## src/mst_pkg.sv

```systemverilog
// shared types and constants for the matrix store with transpose and symmetry check
// no dependencies; imported by mst_walk and matrix_store_transpose_symmetry_core
`timescale 1ns / 1ps

package mst_pkg;

  localparam int DIM_W = 11;
  localparam int IDX_W = 10;
  localparam int OP_W = 3;
  localparam int CFG_IDX_W = 2;
  localparam int VALUE_PORT_W = 64;

  localparam logic [OP_W-1:0] OP_CLEAR = 3'd0;
  localparam logic [OP_W-1:0] OP_WRITE = 3'd1;
  localparam logic [OP_W-1:0] OP_READ  = 3'd2;
  localparam logic [OP_W-1:0] OP_XPOSE = 3'd3;
  localparam logic [OP_W-1:0] OP_SYM   = 3'd4;

  localparam logic [CFG_IDX_W-1:0] REG_INIT_ROWS = 2'd0;
  localparam logic [CFG_IDX_W-1:0] REG_INIT_COLS = 2'd1;

  typedef enum logic [1:0] {
    STATUS_OK    = 2'd0,
    STATUS_RANGE = 2'd1,
    STATUS_SHAPE = 2'd2
  } status_t;

  typedef enum logic [3:0] {
    ST_INIT,
    ST_IDLE,
    ST_MUL,
    ST_EXEC,
    ST_CLEAR,
    ST_XPOSE,
    ST_XTAIL,
    ST_SYM,
    ST_STAIL,
    ST_RDWAIT,
    ST_DONE
  } state_t;

  // controls for the address walker
  typedef struct packed {
    logic start;
    logic step;
    logic sym;
  } walk_ctl_t;

endpackage

```

## src/mst_walk.sv

```systemverilog
// nested row/column address walker shared by clear, transpose and symmetry check
// linear mode: a = r*C+c, b = c*R+r; sym mode (lower triangle): a = r*n+c, b = c*n+r
// depends on mst_pkg
`timescale 1ns / 1ps

module mst_walk #(
  parameter int AW = 10
) (
  input  logic                     clk,
  input  mst_pkg::walk_ctl_t       ctl,
  input  logic [mst_pkg::DIM_W-1:0] rows_in,
  input  logic [mst_pkg::DIM_W-1:0] cols_in,
  output logic [AW-1:0]            addr_a,
  output logic [AW-1:0]            addr_b,
  output logic                     last
);

  import mst_pkg::*;

  localparam int SW = ((AW > DIM_W) ? AW : DIM_W) + 1;

  logic [DIM_W-1:0] r;
  logic [DIM_W-1:0] c;
  logic [DIM_W-1:0] nrows;
  logic [DIM_W-1:0] ncols;
  logic             sym;
  logic [AW-1:0]    a;
  logic [AW-1:0]    a_row;
  logic [AW-1:0]    b;
  logic [SW-1:0]    a_row_adv;
  logic [SW-1:0]    b_adv;
  logic             inner_last;

  assign a_row_adv = SW'(a_row) + SW'(ncols);
  assign b_adv     = SW'(b) + SW'(nrows);

  // sym walks only c < r
  assign inner_last = sym ? (c == r - DIM_W'(1)) : (c == ncols - DIM_W'(1));
  assign last       = inner_last && (r == nrows - DIM_W'(1));

  assign addr_a = a;
  assign addr_b = b;

  always_ff @(posedge clk) begin
    if (ctl.start) begin
      nrows <= rows_in;
      ncols <= cols_in;
      sym   <= ctl.sym;
      r     <= DIM_W'(ctl.sym);
      c     <= '0;
      a     <= ctl.sym ? AW'(cols_in) : '0;
      a_row <= ctl.sym ? AW'(cols_in) : '0;
      b     <= AW'(ctl.sym);
    end else if (ctl.step) begin
      if (!inner_last) begin
        c <= c + DIM_W'(1);
        a <= a + AW'(1);
        b <= b_adv[AW-1:0];
      end else begin
        r     <= r + DIM_W'(1);
        c     <= '0;
        a     <= a_row_adv[AW-1:0];
        a_row <= a_row_adv[AW-1:0];
        b     <= AW'(r + DIM_W'(1));
      end
    end
  end

endmodule

```

## config.mk

```make
export PLATFORM = sky130hd
export DESIGN_NAME = mst_walk
export DESIGN_NICKNAME = d
export VERILOG_FILES = /design/src/mst_pkg.sv /design/src/mst_walk.sv
export SDC_FILE = /design/constraint.sdc
export NUM_CORES = 1
export LEC_CHECK = 0
export BUFFER_PORTS_ARGS = -buffer_cell sky130_fd_sc_hd__clkbuf_2
export CORE_AREA = 2 2 101 103
export DETAILED_ROUTE_END_ITERATION = 16
export DIE_AREA = 0 0 103 105
export PLACE_DENSITY = 0.79
export REMOVE_ABC_BUFFERS = 1
export SYNTH_ARGS = -nofsm -noshare
export SYNTH_HDL_FRONTEND = slang
export SYNTH_SLANG_ARGS = --single-unit
```

## constraint.sdc

```tcl
create_clock -name clk -period 4.8 [get_ports clk]
set_clock_uncertainty 0.1 [all_clocks]
set_input_delay 0 -clock clk [delete_from_list [all_inputs] [get_ports clk]]
set_output_delay 0 -clock clk [all_outputs]
set_load 0.1 [all_outputs]
```

==> reports/metrics.cfg, run 1 <==
[outcome]
outcome=complete, no violations

[timing]
layout_min_cycle_time_ps=4060
drv_slew=0
fin_hold_ws_ps=116
hold_viol=0
setup-tns-final_ps=0
worstMarginPinSlew_ps=1020
max_freq_ghz=0.246
setup_violations=0
period_share_pct=84.7
fin_ws_ps=736
slew_headroom_pct=31.9
rsz0062_at_grt=false

[logic_synthesis]
async_flop_share_pct=0
synth_warnings=0
synth-seq-cells=75
synthCells=541
synth_cell_types=58
synth-seq-area-share_pct=39.5
syn-cell-area_sq_um=4940
syn_area_per_cell_sq_um=9.12
synth_edf_count=45
synthFlopType=edfxtp_1

[pwr]
combPwrFrac_pct=33.1
p_leak_nw=2.24
power_frac_clock_pct=25.3
cellPowerDensity_nw_per_um2=342
p_int_w=0.00121
seq_power_share_pct=41.6
switchingPower_w=0.000726
ir_worst_vdd_uv=220
swShare_pct=37.6

[clock_network]
clk_latency_ps=360
cts_hold_repair.buffers=23
clockBufferDepth=2
clk_pin_slew_ps=90
cts_tree=done
numClockSinks=75
post_cts_buffers=0
cts.repair.resized=0
root_buffer=clkbuf_8
htree_levels=3
cts_made_buffers=9

[setup_path]
cp_data_required_time_ps=4700
cp_max_fo=25
path_class=flop to output port
startpoint_type=flop
r2r_setup_slack_ps=1130
reg2reg_depth=11
reg2reg_to=r[8]
r2r-start=sym
endpoint_kind=output port
cp.arrival_ps=3960

[place]
numPortBuffers=46
place.gp.congestion=0.934
dp.final_hpwl_microns=8140
placedCellCount=695
dpl_worst_slack_ps=1180

[run]
drv_cap=0

[floorplan]
start_util_pct=51.2
die_w_microns=103
pin_count=47
num_rows=36
dieArea_sq_um=10800
die_h_microns=105
design.core.area_sq_um=9640

[layout]
final_util_pct=58.6
drive_gt1_share_pct=12.1
area_delta_synth_final_pct=14.4
antenna_cells=0
layout.cells.non_filler=734
fin_nets=647

[route]
via_count=4153
wl_per_cell_microns=15.6
antenna_left=0
vias_per_cell=5.66
first_pass_iters=4
wl_microns=11400
drc=0
drt-initial-drc-count=198

[global_route]
gr-total-overflow=0
grt_pass1_vias=4201
grt_max_degree=61
grt_usage_pct=22.5
antenna_found_initial=0
grt_pass1_wl_microns=19300

[min_path]
hp-start=ctl[1]
min_path_type=primary input to flop
holdPathStages=3
whs_endpoint=c[0]

-- how the worst max path moves through the flow --
stage / start / to / slack, ps / depth (start not counted)
after floorplan: sym / last / -2360 / 9
after global placement: sym / r[8] / 1310 / 11
after detailed placement: sym / c[6] / 1180 / 11
after CTS: sym / last / 800 / 11
after global routing: sym / last / 550 / 11
final: sym / last / 740 / 11
-- metal layers --
layer  GRT usage (%)  vias up  part of all wire [%]
met5               0        -                     0
met4            7.42        0                   1.7
met3            4.62       19                   4.0
met2            39.4      102                    51
met1            27.0     1970                    43
li1                -     2062                     -
-- synth_stat cells, types with 2 or more instances --
library cell / instances / area, sq um
a2111oi_0: 2 / 17.5
a211oi_1: 2 / 15.0
a21o_1: 4 / 30.0
a21oi_1: 18 / 90.1
a22oi_1: 2 / 15.0
and3_1: 9 / 56.3
buf_2: 4 / 20.0
buf_6: 3 / 33.8
clkbuf_1: 20 / 75.1
dfxtp_1: 30 / 601
edfxtp_1: 45 / 1350
fa_1: 2 / 40.0
ha_1: 23 / 288
inv_1: 11 / 41.3
mux2_2: 2 / 22.5
mux2i_1: 9 / 90.1
nand2_1: 66 / 248
nand2b_1: 11 / 68.8
nand3_1: 19 / 95.1
nand3b_1: 3 / 22.5
nand4_1: 8 / 50.1
nor2_1: 46 / 173
nor2b_1: 10 / 62.6
nor3_1: 12 / 60.1
nor3b_1: 7 / 52.6
nor4_1: 3 / 18.8
nor4b_1: 2 / 17.5
o211ai_1: 15 / 113
o21a_1: 3 / 22.5
o21ai_0: 31 / 155
o21bai_1: 2 / 15.0
o22ai_1: 2 / 12.5
o311ai_0: 3 / 26.3
o31ai_1: 3 / 22.5
o41ai_1: 2 / 17.5
or2_2: 4 / 25.0
or3_1: 11 / 68.8
or4_1: 6 / 45.0
xnor2_1: 37 / 324
xor2_1: 31 / 272
-- power groups by stage --
stage	combinational, W	sequential [W]	clock, W
6_report	0.000639	0.000804	0.000490
5_1_grt	0.000698	0.000813	0.000531
4_1_cts	0.000637	0.000804	0.000502
3_5_place_dp	0.000619	0.000819	0
3_3_place_gp	0.000603	0.000815	0
2_1_floorplan	0.000311	0.000995	0
-- metrics by stage --
stage               power (W)  cell area, sq um
floorplan             0.00131              4800
global placement      0.00142              5220
detailed placement    0.00144              5220
CTS                   0.00194              5650
global route          0.00204              5650
finish                0.00193              5650
-- cell type report --
type / count / area, sq um
inverters: 12 / 45.0
clock inverters: 6 / 66.3
clock buffers: 10 / 128
fillers: 879 / 3990
flip-flops and latches: 75 / 1950
well taps: 133 / 166
repair buffers: 73 / 490
multi-input cells: 425 / 2800
-- sequential cells by signal, summed over array words and instances (netlist names) --
register	cells
r	11
sym	1
c	11
a_row	10
ncols	11
nrows	11
addr_a	10
addr_b	10
-- critical path: stages (launching register included) --
cell and delay, ps:
edfxtp_1 330, buf_4 280, mux2i_1 310, ha_1 270, xnor2_1 120, or2_2 300
a21oi_1 120, o2111ai_1 170, nor4_1 470, nand2b_1 170, a2111oi_0 530, clkbuf_2 560
-- logic make-up after synthesis --
kind of cell / Yosys count / share of synthesized area [%]
AND/OR/NAND/NOR: 221 / 22.3
multiplexers: 12 / 2.51
buffers and inverters: 41 / 3.75
AO/OA/AOI/OAI: 99 / 13.2
XOR/XNOR: 68 / 12.1
adder cells (fa/ha/maj): 25 / 6.64
flip-flops: 75 / 39.5
-- cells in the final DEF (no fill, tap or decap), types with 3 or more instances in the layout --
cell type / synthesis / final
nor4_1: 3 / 3
clkbuf_8: 0 / 9
mux2i_1: 9 / 9
o211ai_1: 15 / 15
o21ai_0: 31 / 31
nor2b_1: 10 / 10
and3_1: 9 / 9
nand3b_1: 3 / 3
dlygate4sd3_1: 0 / 23
o21a_1: 3 / 3
nor3_1: 12 / 12
nand3_1: 19 / 19
ha_1: 23 / 23
nor2_1: 46 / 46
xnor2_1: 37 / 37
nand2_1: 66 / 66
o31ai_1: 3 / 3
nand4_1: 8 / 8
or3_1: 11 / 11
nor3b_1: 7 / 7
nand2b_1: 11 / 11
a21oi_1: 18 / 18
or2_2: 4 / 4
dfxtp_1: 30 / 30
inv_1: 11 / 11
o311ai_0: 3 / 3
clkinvlp_4: 0 / 3
buf_4: 1 / 4
or4_1: 6 / 6
edfxtp_1: 45 / 45
clkbuf_2: 0 / 46
a21o_1: 4 / 4
xor2_1: 31 / 31
(Power assumes the default switching activity.)
==> run 2: changes to the inputs <==
clock period = 3.95 ns   (was 4.8 ns; I/O delays follow)
==> run 2 against run 1 <==
Against the previous run: global-route usage decreased by 0.78 points; sequential power up 22%; sequential cell count stayed put; non-clock buffer count is 2 higher; via count is 0.84% lower; utilization rose by 0.51 points; critical path depth is the same; final cell count rose by 0.27%; total power rose by 22%; combinational power is 21% higher; register-to-register slack worse by 640 ps; critical endpoint unchanged.
==> reports/metrics.cfg, run 2 (synthesized netlist as in run 1, its figures left out) <==
[route]
via_count=4118
wl_per_cell_microns=15.5
first_pass_iters=5
wl_microns=11400
antenna_left=0
drc=0
drt-initial-drc-count=172
vias_per_cell=5.60

[floorplan]
start_util_pct=51.2
dieArea_sq_um=10800
design.core.area_sq_um=9640
num_rows=36
pin_count=47
die_w_microns=103
die_h_microns=105

[global_route]
grt_pass1_wl_microns=18600
antenna_found_initial=0
grt_pass1_vias=4071
gr-total-overflow=0
grt_max_degree=59
grt_usage_pct=21.7

[clock_network]
htree_levels=3
numClockSinks=75
cts_tree=done
clk_latency_ps=360
clk_pin_slew_ps=90
post_cts_buffers=0
cts_made_buffers=9
root_buffer=clkbuf_8
clockBufferDepth=2

[layout]
antenna_cells=0
fin_nets=649
fill_cells=857
layout_common_cells=nand2_1, nor2_1, edfxtp_1, clkbuf_2, xnor2_1
finalInstanceArea_sq_um=5700
area_delta_synth_final_pct=15.4
final_common_cell=nand2_1
drive_gt1_share_pct=12.6

[pwr]
power_frac_clock_pct=25.6
switchingPower_w=0.000887
swShare_pct=37.6
p_leak_nw=2.26
p_int_w=0.00147
seq_power_share_pct=41.5
ir_worst_vdd_uv=288
cellPowerDensity_nw_per_um2=414
combPwrFrac_pct=32.9

[setup_path]
path_class=flop to output port
endpoint_kind=output port
cp_max_fo=7
cp.arrival_ps=3440
startpoint_type=flop
cp_data_required_time_ps=3850

[timing]
slew_headroom_pct=48.3
max_freq_ghz=0.282
setup-tns-final_ps=0
hold_viol=0
period_share_pct=89.7
worstMarginPinSlew_ps=772
layout_min_cycle_time_ps=3540
setup_violations=0
drv_slew=0
rsz0062_at_grt=false

[place]
placed_area_sq_um=5270
place.gp.congestion=0.890
dp.final_hpwl_microns=8250
numPortBuffers=46

[run]
drv_cap=0

[outcome]
outcome=complete, no violations

[min_path]
min_path_type=primary input to flop

## run 2: what timing repair did
action | CTS | global route
hold endpoints to repair | 45 | 0
setup endpoints to repair | 0 | 1
gates resized for setup | 0 | 1
hold buffers | 23 | 0
## run 2: routing by layer
| metal | GRT usage (%) | part of all wire, % |
|---|---|---|
| met1 | 26.6 | 44 |
| met2 | 38.2 | 51 |
| met3 | 2.74 | 3.3 |
| met4 | 8.27 | 2.2 |
| met5 | 0 | 0 |
## run 2: path summary, 6_finish.rpt
check	startpoint	endpoint	slack [ps]	cells past startpoint
setup / recovery	r[0]	last	410	11
hold / removal	ctl[1]	c[0]	100	3
setup reg to reg	r[0]	r[8]	490	10
hold reg to reg	addr_b[9]	addr_b[9]	410	2
## run 2: area by class of cell
cell class,instances,area [sq um],area share (%)
Sequential cell,75,1950,34.3
Multi-Input combinational cell,425,2800,49.2
Tap cell,133,166,2.92
Clock buffer,9,124,2.17
Inverter,12,45.0,0.791
Timing Repair Buffer,75,533,9.36
Clock inverter,7,75.1,1.32
## run 2: worst max-delay path, cell delays in order, from the launching register on
cell and delay [ps]:
edfxtp_1 500, mux2i_1 300, ha_1 280, xnor2_1 120, or2_2 290, a21oi_1 120
o2111ai_1 160, nor4_1 420, nand2b_1 170, a2111oi_1 360, buf_4 190, buf_12 160
## run 2: per-stage QoR
stage	std cells	utilization [%]	setup slack (ps)	total power (W)	hold slack, ps
2_1_floorplan	512	-	-3210	0.00159	-30.9
3_3_place_gp	697	54.6	651	0.00173	79.8
3_5_place_dp	697	54.6	514	0.00174	78.6
4_1_cts	736	59.1	394	0.00236	92.1
5_1_grt	736	59.1	44.6	0.00247	128
6_report	736	59.1	406	0.00236	102
## run 2: power by group through the flow
stage | registers [W] | clock network [W] | logic (W)
3_5_place_dp | 0.000996 | 0 | 0.000748
6_report | 0.000978 | 0.000604 | 0.000774
4_1_cts | 0.000978 | 0.000612 | 0.000772
5_1_grt | 0.000989 | 0.000648 | 0.000836
2_1_floorplan | 0.00121 | 0 | 0.000377
3_3_place_gp | 0.000992 | 0 | 0.000734
==> run 3: changes to the inputs <==
BUFFER_PORTS_ARGS = default   (was -buffer_cell sky130_fd_sc_hd__clkbuf_2)
DONT_BUFFER_PORTS = 1   (was default)
PLACE_DENSITY = 0.75   (was 0.79)
==> run 3 against run 2 <==
Against the previous run: non-clock buffer count fell by 26; maximum frequency fell by 2.4%; hold slack improved by 39 ps; critical path type is now flop to flop.
==> reports/metrics.cfg, run 3 (synthesized netlist as in run 1, its figures left out) <==
[outcome]
outcome=complete, no violations

[clock_network]
htree_levels=3
cts_tree=done
numClockSinks=75
root_buffer=clkbuf_8
clk_latency_ps=350
clk_pin_slew_ps=80
cts_made_buffers=9
clockBufferDepth=2
cts.repair.resized=0

[setup_path]
cp_max_fo=28
critPathSlowestCell=or4_1
cp.arrival_ps=3830
endpoint_kind=flop
cp_data_required_time_ps=4150
crit_family=simple AND/OR/NAND/NOR gates
path_class=flop to flop
cpPeakStageDelay_ps=840
crit_buf_inv=2
crit_chain=buf_4 > mux2i_1 > o211ai_1 > o31ai_1 > nand4_1 > or4_1 > buf_4 > or4_1 > nand2_1
startpoint_type=flop

[layout]
final_util_pct=58.9
drive_gt1_share_pct=7.97
final_common_cell=nand2_1
finalInstanceArea_sq_um=5670
area_delta_synth_final_pct=14.9
fin_nets=623
layout_common_cells=nand2_1, nor2_1, edfxtp_1, xnor2_1
fill_cells=852
antenna_cells=0

[global_route]
grt_use_met2_pct=37.2
grt_busiest_layer=met2
use_met3_pct=4.35
grt_usage_pct=22.1
grt_max_degree=76
antenna_found_initial=0
grt_pass1_wl_microns=18900
gr-total-overflow=0
grtUsageMet1_pct=27.8
grt_pass1_vias=3971

[timing]
max_freq_ghz=0.275
rsz0062_at_grt=false
layout_min_cycle_time_ps=3630
period_share_pct=91.9
worstMarginPinSlew_ps=1030
drv_slew=0
setup-tns-final_ps=0
hold_viol=0
fin_hold_ws_ps=141
slew_headroom_pct=31.1
setup_violations=0

[floorplan]
dieArea_sq_um=10800
pin_count=47
die_w_microns=103
die_h_microns=105
start_util_pct=51.2
design.core.area_sq_um=9640
num_rows=36

[place]
placed_area_sq_um=5150
dp.final_hpwl_microns=7980
place.gp.congestion=0.838
numPortBuffers=0

[route]
drt-initial-drc-count=120
via_count=3989
antenna_left=0
wl_microns=11400
drc=0
wl_per_cell_microns=16.1
vias_per_cell=5.62
first_pass_iters=4

[min_path]
min_path_type=primary input to flop

[pwr]
cellPowerDensity_nw_per_um2=434
p_leak_nw=2.19
finalPower_w=0.00246
ir_worst_vdd_uv=287

[run]
drv_cap=0

run 3: worst paths after layout:
check	from	endpoint	slack (ps)	cells past startpoint
max	sym	r[2]	320	9
min	ctl[2]	a_row[4]	140	3
max reg2reg	sym	r[2]	320	9
min reg2reg	c[10]	c[10]	460	2
run 3: worst register-to-register path, cell delays in order (launching register included):
cell and delay, ps:
edfxtp_1 410, buf_4 300, mux2i_1 360, o211ai_1 220, o31ai_1 290, nand4_1 150, or4_1 840, buf_4 350
or4_1 490, nand2_1 70
run 3: per-stage QoR:
stage	setup WS, ps	instances
after detailed placement	337	667
after global placement	431	667
after floorplan	-3210	512
after global routing	108	710
final	318	710
after CTS	315	710
run 3: layout make-up:
cell class | count | area, sq um | area share [%]
Timing Repair Buffer | 49 | 473 | 8.34
Clock inverter | 6 | 104 | 1.83
Sequential cell | 75 | 1950 | 34.4
Tap cell | 133 | 166 | 2.93
Multi-Input combinational cell | 425 | 2810 | 49.4
Inverter | 12 | 45.0 | 0.794
Clock buffer | 10 | 128 | 2.25
run 3: per-layer routing:
metal | vias to the layer above | share of wire [%]
met1 | 1881 | 45
met3 | 20 | 4.3
met2 | 83 | 49
met5 | - | 0
li1 | 2005 | -
met4 | 0 | 1.7
run 3: repair_timing:
action,CTS,global route
setup buffers,0,0
hold buffers,27,0
hold endpoints to repair,95,0
run 3: power by group:
part	total, W	switching, W	internal, W
logic	0.000766	0.000495	0.000271
registers	0.000994	0.0000820	0.000912
clock network	0.000702	0.000286	0.000416
total	0.00246	0.000863	0.00160
